**config.mk**
```make
export PLATFORM = sky130hd
export DESIGN_NAME = clsm_seq
export DESIGN_NICKNAME = d
export VERILOG_FILES = /design/src/rtl/core/clsm_pkg.sv /design/src/rtl/core/clsm_seq.sv
export SDC_FILE = /design/constraint.sdc
export NUM_CORES = 1
export LEC_CHECK = 0
export ABC_AREA = 1
export BUFFER_PORTS_ARGS = -buffer_cell sky130_fd_sc_hd__buf_2
export CORE_MARGIN = 4
export CORE_UTILIZATION = 50
export CTS_BUF_LIST = sky130_fd_sc_hd__clkbuf_8
export CTS_CLUSTER_SIZE = 40
export DETAILED_ROUTE_END_ITERATION = 7
export GPL_ROUTABILITY_DRIVEN = 0
export PLACE_DENSITY = 0.8
export SYNTH_ARGS = -nofsm -noshare
export SYNTH_HDL_FRONTEND = slang
export SYNTH_SLANG_ARGS = --single-unit
```
**constraint.sdc**
```tcl
create_clock -name clk -period 5.16 [get_ports clk]
set_clock_uncertainty 0.1 [all_clocks]
set_input_delay 0.516 -clock clk [delete_from_list [all_inputs] [get_ports clk]]
set_output_delay 0.516 -clock clk [all_outputs]
set_load 0.05 [all_outputs]
```
**src/rtl/core/clsm_pkg.sv**
```systemverilog
// shared types, constants and width helpers for the chained stage latency monitor
package clsm_pkg;

    localparam int NUM_STAGES = 4;
    localparam int STAGE_W = 2;
    localparam int STAMP_W = 63;
    localparam int LAT_W = 24;
    localparam int TOTAL_W = 28;
    localparam int STATUS_W = 2;
    localparam int WLEN_W = 5;
    localparam int REQ_W = 3;
    localparam int CFG_IDX_W = 3;
    localparam int NUM_OFFSETS = 5;
    localparam int OFS_IDX_W = 3;
    localparam int DEF_WINDOW_DEPTH = 16;

    localparam logic [REQ_W-1:0] REQ_CONTROL = 3'd0;
    localparam logic [REQ_W-1:0] REQ_TICK = 3'd4;

    localparam logic [STATUS_W-1:0] STATUS_OK = 2'd0;
    localparam logic [STATUS_W-1:0] STATUS_MISSING = 2'd1;
    localparam logic [STATUS_W-1:0] STATUS_OVER = 2'd2;

    localparam logic [CFG_IDX_W-1:0] CFG_WINDOW_LENGTH = 3'd0;
    localparam logic [CFG_IDX_W-1:0] CFG_LATENCY_LIMIT = 3'd1;
    localparam logic [CFG_IDX_W-1:0] CFG_SENSOR_OFFSET = 3'd2;
    localparam logic [CFG_IDX_W-1:0] CFG_PERCEPTION_OFFSET = 3'd3;
    localparam logic [CFG_IDX_W-1:0] CFG_PLANNING_OFFSET = 3'd4;
    localparam logic [CFG_IDX_W-1:0] CFG_CONTROL_OFFSET = 3'd5;
    localparam logic [CFG_IDX_W-1:0] CFG_VEHICLE_OFFSET = 3'd6;

    localparam logic [WLEN_W-1:0] RST_WINDOW_LENGTH = 5'd10;
    localparam logic [TOTAL_W-1:0] RST_LATENCY_LIMIT = 28'd1000000;

    typedef struct packed {
        logic [LAT_W-1:0]   value;
        logic [STAMP_W-1:0] stamp;
    } entry_t;

    typedef struct packed {
        logic                 en;
        logic [STAGE_W-1:0]   stage;
        entry_t               entry;
    } wr_req_t;

    typedef struct packed {
        logic [WLEN_W-1:0]                       window_length;
        logic [TOTAL_W-1:0]                      limit;
        logic [NUM_OFFSETS-1:0][LAT_W-1:0]       offsets;
    } cfg_t;

    typedef struct packed {
        logic [NUM_STAGES-1:0][LAT_W-1:0] newest;
        logic [NUM_STAGES-1:0]            missing_mask;
        logic [STATUS_W-1:0]              status;
        logic [TOTAL_W-1:0]               total;
    } result_t;

    function automatic int ptr_w(input int depth);
        return (depth > 1) ? $clog2(depth) : 1;
    endfunction

    function automatic int cnt_w(input int depth);
        return $clog2(depth + 1);
    endfunction

    function automatic int addr_w(input int depth);
        return $clog2(NUM_STAGES * depth);
    endfunction

endpackage

```
**src/rtl/core/clsm_seq.sv**
```systemverilog
// tick sequencer: newest-value reads, chained window search, offset sum and limit compare
module clsm_seq
    import clsm_pkg::*;
#(
    parameter int WINDOW_DEPTH = DEF_WINDOW_DEPTH
)
(
    input  logic                                         clk,
    input  logic                                         rst_n,
    input  logic                                         start,
    output logic                                         idle,
    input  logic [NUM_STAGES-1:0][ptr_w(WINDOW_DEPTH)-1:0] wp,
    input  logic [NUM_STAGES-1:0][cnt_w(WINDOW_DEPTH)-1:0] fill,
    output logic [addr_w(WINDOW_DEPTH)-1:0]              rd_addr,
    input  entry_t                                       rd_entry,
    input  cfg_t                                         cfg,
    input  logic                                         res_ready,
    output logic                                         res_valid,
    output result_t                                      result
);

    localparam int PW = ptr_w(WINDOW_DEPTH);
    localparam int FW = cnt_w(WINDOW_DEPTH);
    localparam int AW = addr_w(WINDOW_DEPTH);

    typedef enum logic [6:0] {
        S_IDLE    = 7'b0000001,
        S_NEW_RD  = 7'b0000010,
        S_NEW_CAP = 7'b0000100,
        S_SRCH_RD = 7'b0001000,
        S_SRCH_CMP = 7'b0010000,
        S_OFFS    = 7'b0100000,
        S_LIMIT   = 7'b1000000
    } state_t;

    state_t state_reg, state_next;
    logic [STAGE_W-1:0] stage_reg, stage_next;
    logic [FW-1:0] k_reg, k_next;
    logic [PW-1:0] pos_reg, pos_next;
    logic [STAMP_W-1:0] bound_reg, bound_next;
    logic [TOTAL_W-1:0] sum_reg, sum_next;
    logic [NUM_STAGES-1:0][LAT_W-1:0] newest_reg, newest_next;
    logic [NUM_STAGES-1:0] mask_reg, mask_next;
    logic [STATUS_W-1:0] status_reg, status_next;
    logic [OFS_IDX_W-1:0] oi_reg, oi_next;
    logic done_reg, done_next;

    // shared adder and comparator
    logic [TOTAL_W-1:0] add_b;
    logic [TOTAL_W-1:0] add_sum;
    logic [STAMP_W-1:0] cmp_a, cmp_b;
    logic cmp_lt;

    logic [PW-1:0] top_pos;
    logic [PW-1:0] top_pos_nxt;
    logic [STAGE_W-1:0] stage_inc;

    assign add_sum = sum_reg + add_b;
    assign cmp_lt = cmp_a < cmp_b;
    assign stage_inc = stage_reg + STAGE_W'(1);

    // slot of the newest sample of the current and of the following stage
    always_comb
    begin
        if (wp[stage_reg] == '0)
        begin
            top_pos = PW'(WINDOW_DEPTH - 1);
        end
        else
        begin
            top_pos = wp[stage_reg] - PW'(1);
        end
        if (wp[stage_inc] == '0)
        begin
            top_pos_nxt = PW'(WINDOW_DEPTH - 1);
        end
        else
        begin
            top_pos_nxt = wp[stage_inc] - PW'(1);
        end
    end

    // first entry of a stage search reads the newest slot directly
    always_comb
    begin
        if ((state_reg == S_NEW_RD) || ((state_reg == S_SRCH_RD) && (k_reg == '0)))
        begin
            rd_addr = AW'(stage_reg) * AW'(WINDOW_DEPTH) + AW'(top_pos);
        end
        else
        begin
            rd_addr = AW'(stage_reg) * AW'(WINDOW_DEPTH) + AW'(pos_reg);
        end
    end

    always_comb
    begin
        state_next = state_reg;
        stage_next = stage_reg;
        k_next = k_reg;
        pos_next = pos_reg;
        bound_next = bound_reg;
        sum_next = sum_reg;
        newest_next = newest_reg;
        mask_next = mask_reg;
        status_next = status_reg;
        oi_next = oi_reg;
        done_next = done_reg;
        add_b = '0;
        cmp_a = rd_entry.stamp;
        cmp_b = bound_reg;

        if (done_reg && res_ready)
        begin
            done_next = 1'b0;
        end

        case (state_reg)
            S_IDLE:
            begin
                if (start)
                begin
                    stage_next = '0;
                    mask_next = '0;
                    state_next = S_NEW_RD;
                end
            end
            S_NEW_RD:
            begin
                state_next = S_NEW_CAP;
            end
            S_NEW_CAP:
            begin
                if (fill[stage_reg] == '0)
                begin
                    mask_next[stage_reg] = 1'b1;
                    newest_next[stage_reg] = '0;
                end
                else
                begin
                    newest_next[stage_reg] = rd_entry.value;
                end
                if (stage_reg == '0)
                begin
                    bound_next = rd_entry.stamp;
                    sum_next = TOTAL_W'(rd_entry.value);
                end
                if (stage_reg == STAGE_W'(NUM_STAGES - 1))
                begin
                    if (mask_next != '0)
                    begin
                        sum_next = '0;
                        status_next = STATUS_MISSING;
                        done_next = 1'b1;
                        state_next = S_IDLE;
                    end
                    else
                    begin
                        stage_next = STAGE_W'(1);
                        k_next = '0;
                        state_next = S_SRCH_RD;
                    end
                end
                else
                begin
                    stage_next = stage_inc;
                    state_next = S_NEW_RD;
                end
            end
            S_SRCH_RD:
            begin
                if (k_reg == '0)
                begin
                    pos_next = top_pos;
                end
                state_next = S_SRCH_CMP;
            end
            S_SRCH_CMP:
            begin
                if (cmp_lt || (k_reg + FW'(1) == fill[stage_reg]))
                begin
                    if (cmp_lt)
                    begin
                        add_b = TOTAL_W'(rd_entry.value);
                        sum_next = add_sum;
                        bound_next = rd_entry.stamp;
                    end
                    else
                    begin
                        bound_next = '0;
                    end
                    k_next = '0;
                    if (stage_reg == STAGE_W'(NUM_STAGES - 1))
                    begin
                        oi_next = '0;
                        state_next = S_OFFS;
                    end
                    else
                    begin
                        stage_next = stage_inc;
                        pos_next = top_pos_nxt;
                        state_next = S_SRCH_RD;
                    end
                end
                else
                begin
                    k_next = k_reg + FW'(1);
                    if (pos_reg == '0)
                    begin
                        pos_next = PW'(WINDOW_DEPTH - 1);
                    end
                    else
                    begin
                        pos_next = pos_reg - PW'(1);
                    end
                    state_next = S_SRCH_RD;
                end
            end
            S_OFFS:
            begin
                add_b = TOTAL_W'(cfg.offsets[oi_reg]);
                sum_next = add_sum;
                oi_next = oi_reg + OFS_IDX_W'(1);
                if (oi_reg == OFS_IDX_W'(NUM_OFFSETS - 1))
                begin
                    state_next = S_LIMIT;
                end
            end
            S_LIMIT:
            begin
                cmp_a = STAMP_W'(cfg.limit);
                cmp_b = STAMP_W'(sum_reg);
                status_next = cmp_lt ? STATUS_OVER : STATUS_OK;
                done_next = 1'b1;
                state_next = S_IDLE;
            end
            default:
            begin
                state_next = S_IDLE;
            end
        endcase
    end

    always_ff @(posedge clk or negedge rst_n)
    begin
        if (!rst_n)
        begin
            state_reg <= S_IDLE;
            stage_reg <= '0;
            k_reg <= '0;
            oi_reg <= '0;
            done_reg <= 1'b0;
        end
        else
        begin
            state_reg <= state_next;
            stage_reg <= stage_next;
            k_reg <= k_next;
            oi_reg <= oi_next;
            done_reg <= done_next;
        end
    end

    always_ff @(posedge clk)
    begin
        pos_reg <= pos_next;
        bound_reg <= bound_next;
        sum_reg <= sum_next;
        newest_reg <= newest_next;
        mask_reg <= mask_next;
        status_reg <= status_next;
    end

    // a finished result must be handed over before the next word is taken
    assign idle = (state_reg == S_IDLE) && !done_reg;
    assign res_valid = done_reg;
    assign result.newest = newest_reg;
    assign result.missing_mask = mask_reg;
    assign result.status = status_reg;
    assign result.total = sum_reg;

endmodule

```
==> results.md <==
- Run status: finished, final reports clean
- Final hold violations: 0
- Adder-Cell Fraction of Synth Area: 8.50%
- Final #Nets: 2,673
- Worst hold endpoint: res_valid
- Max reg flops: 96
- First-pass GRT wire length: 79,900 um
- Gr usage total: 30.2%
- Initial antenna violation count: 4
- CTS tree: done
- Final clock period utilization by the worst path: 97.3%
- Average wire per standard cell: 19.4 um
- Post-Synth XOR/XNOR Area: 1.64%
- Met2 usage: 48.8%
- Total CTS buffers: 40
- Hold Startpoint: res_ready
- Final core utilization: 63.6%
- CTS Buffer Depth: 3
- # H-tree levels: 2
- CP arrival: 5.20 ns
- Met1 Use GR: 41.1%
- Share of cells above drive strength 1: 26.3%
- Largest family of logic cells by synthesized area: simple AND/OR/NAND/NOR gates
- Vias in the first global route: 14,700
- Area Overhead vs Synth: 25.9%
- Largest net degree at the start of global routing: 64
- Die Area: 32,700 um^2
- # IOs: 418
- Synth Flop Type: edfxtp_1
- Fraction of registers with async set/reset: 8.37%
- Max_slew headroom: 16.6%
- Final setup viols: 0
- Post-synth EDFFs: 197
- Crit path kind: reg2reg
- Syn_nets: 2,253
- Initial Util: 50.6%
- Mapped Cells: 1,872
- R2r endpoint: sum_reg[26]
- Worst hold-check path type: in2reg
- Max FO, Critical Path: 32
- Maximum clock rate: 199 MHz
- CP peak stage delay: 0.43 ns
- Power per Cell Area: 286 nW/um^2
- Crit path required time: 5.34 ns
- Hold slack: 0.0705 ns
- Area leader, netlist: edfxtp_1
- Peak supply drop: 0.165 mV
- Row Count: 63
- Ranking of synthesized cells by area: edfxtp_1 40%, nand2_1 11%, ha_1 8.4%, nor2_1 5.8%, a21oi_1 5.5%
- Synthesized flop and latch total: 215
- Maxcap violations: 0
- Core footprint: 29,600 um^2
- Area share of and/or/nand/nor cells after synthesis: 22.2%
- FF-to-FF setup slack: 0.14 ns
- Global route overflow: 0
- Post-route setup TNS: 0 ns
- Clk slew on worst S/H paths: 0.06 ns
- Port-buffer cells: 412
- Total leakage power: 8.81 nW
- Root buf cell: clkbuf_8
- Skew-Pair Late Insertion Delay: 0.55 ns
- Die Ht: 181 um
- Critical-path top delay cell: dfrtp_2
- Top-area cell type share of the netlist area: 39.6%
- Worst R2R Path Depth: 30
- CP Launch Type: register
- Start of the worst register-to-register path: state_reg[4]
- CTS Sinks: 215
- Distinct cells, synth: 54
- Placed inst area: 17,500 um^2
- Worst Setup Slack, final: 0.140 ns
- Synth warn: 0
- Cell Area, Synth: 14,900 um^2
- Number of DRC markers in iteration 0: 1,825
- Routed WL: 52,800 um
- Seq/Total Area, Yosys: 42.6%
- Fin crit period: 5.02 ns
- Vias: 15,600
- Die Wd: 181 um
- Mean number of vias per cell: 5.73
- Cells on Worst Hold Path: 2
- Fill count: 2,498
- DRT antenna net count: 0
- Gr busiest metal: met2
- Measured slew at the worst slew-check pin: 1.25 ns
- Compound-Gate Fraction of Synth Area: 16.7%
- Grt met3 use: 5.60%
- # DRC: 0
- Post-DP HPWL: 39,900 um
- Multiplexer share of the synthesized area: 1.27%
- CP endpoint kind: register
- Dpl ws: -0.110 ns
- Final instance area: 18,800 um^2
- Final Max Slew Viols: 0
- Syn_area_per_cell: 7.98 um^2
- Worst Setup SP: state_reg[4]
- DR pass1 iterations: 6
worst max-delay path, delay by kind of cell (launching register included):
| family | cells | cell delay [ns] |
|---|---|---|
| fa+ha+maj | 3 | 0.91 |
| simple gates | 15 | 1.66 |
| compound gates | 8 | 1.10 |
| xor+xnor | 1 | 0.16 |
| buf+inv | 3 | 0.40 |
| flops | 1 | 0.43 |
what timing repair did:
item,4_1_cts,5_1_grt
gates resized for setup,4,57
setup buffers,0,15
endpoints found under the hold margin,17,0
hold buffers,1,0
pin swaps,0,19
gates cloned,0,3
endpoints found under the setup margin,2,17
synthesized netlist by cell type, types with 2 or more instances:
cell type / n
a21boi_0: 18
a21o_1: 4
a21oi_1: 165
a22oi_1: 3
a31oi_1: 4
a32o_1: 3
a32oi_1: 2
and3_1: 2
buf_1: 5
buf_2: 19
buf_6: 6
clkbuf_1: 61
dfrtp_1: 17
edfxtp_1: 197
ha_1: 100
inv_1: 159
inv_2: 13
mux2i_1: 19
nand2_1: 440
nand2_2: 4
nand3_1: 96
nand3b_1: 2
nand4_1: 9
nor2_1: 231
nor2_2: 2
nor3_1: 6
nor4_1: 6
nor4_4: 2
nor4b_1: 2
o211ai_1: 5
o21a_1: 9
o21ai_0: 143
o21ai_1: 22
o21bai_1: 3
o221a_2: 7
o22ai_1: 18
o32ai_1: 24
or2_2: 2
xnor2_1: 9
xor2_1: 19
logic make-up (layout without fill, tap and decap cells):
logic type	count (synthesis)	count (layout)
flops	215	215
fa+ha+maj	101	101
compound gates	436	436
mux	19	19
other cells	0	3
buf+inv	265	717
simple gates	808	808
xor+xnor	28	28
final cells by class:
class | instances | area (um^2) | area share [%]
Antenna cell | 3 | 7.51 | 0.0399
Clock buffer | 43 | 592 | 3.15
Clock inverter | 31 | 206 | 1.10
Inverter | 173 | 649 | 3.45
Multi-Input combinational cell | 1392 | 7840 | 41.7
Sequential cell | 215 | 6370 | 33.8
Tap cell | 390 | 488 | 2.59
Timing Repair Buffer | 470 | 2660 | 14.1
per-layer routing:
| metal | vias to the layer above | part of all wire (%) |
|---|---|---|
| met5 | - | 0.015 |
| met4 | 2 | 3.7 |
| met3 | 139 | 11 |
| met2 | 934 | 46 |
| met1 | 7209 | 39 |
| li1 | 7275 | - |
worst max-delay path by stage:
stage / to / slack [ns]
4_1_cts: sum_reg[26] / 0.03
3_5_place_dp: sum_reg[26] / -0.11
5_1_grt: sum_reg[26] / -0.06
3_3_place_gp: sum_reg[20] / 0.05
2_1_floorplan: sum_reg[26] / 0.06
6_report: sum_reg[26] / 0.14
per-stage QoR:
step,std cells,power (mW)
after global routing,2717,5.62
final,2717,5.37
after floorplan,1872,3.19
after CTS,2696,5.34
after global placement,2621,3.62
after detailed placement,2621,3.66
power by group:
group / internal (mW) / switching (mW) / total, mW / leakage, nW
Clock: 0.920 / 0.764 / 1.68 / 0.441
Sequential: 2.08 / 0.0649 / 2.15 / 2.04
Combinational: 0.474 / 1.07 / 1.54 / 6.32
Total: 3.48 / 1.89 / 5.37 / 8.81
cell usage in the layout (no fill, tap or decap), types with 13 or more instances in the layout:
master	n
inv_2	14
nor2_1	221
buf_4	44
dfrtp_1	16
o22ai_1	18
o21ai_0	138
edfxtp_1	197
mux2i_1	19
nand3_1	93
clkbuf_8	43
nand2_1	436
inv_1	169
ha_1	97
buf_2	412
o21ai_1	26
a21oi_1	158
o32ai_2	14
xor2_1	19
a21boi_0	18
clkinv_1	13
Note: power is estimated with default switching activity, not from simulation.
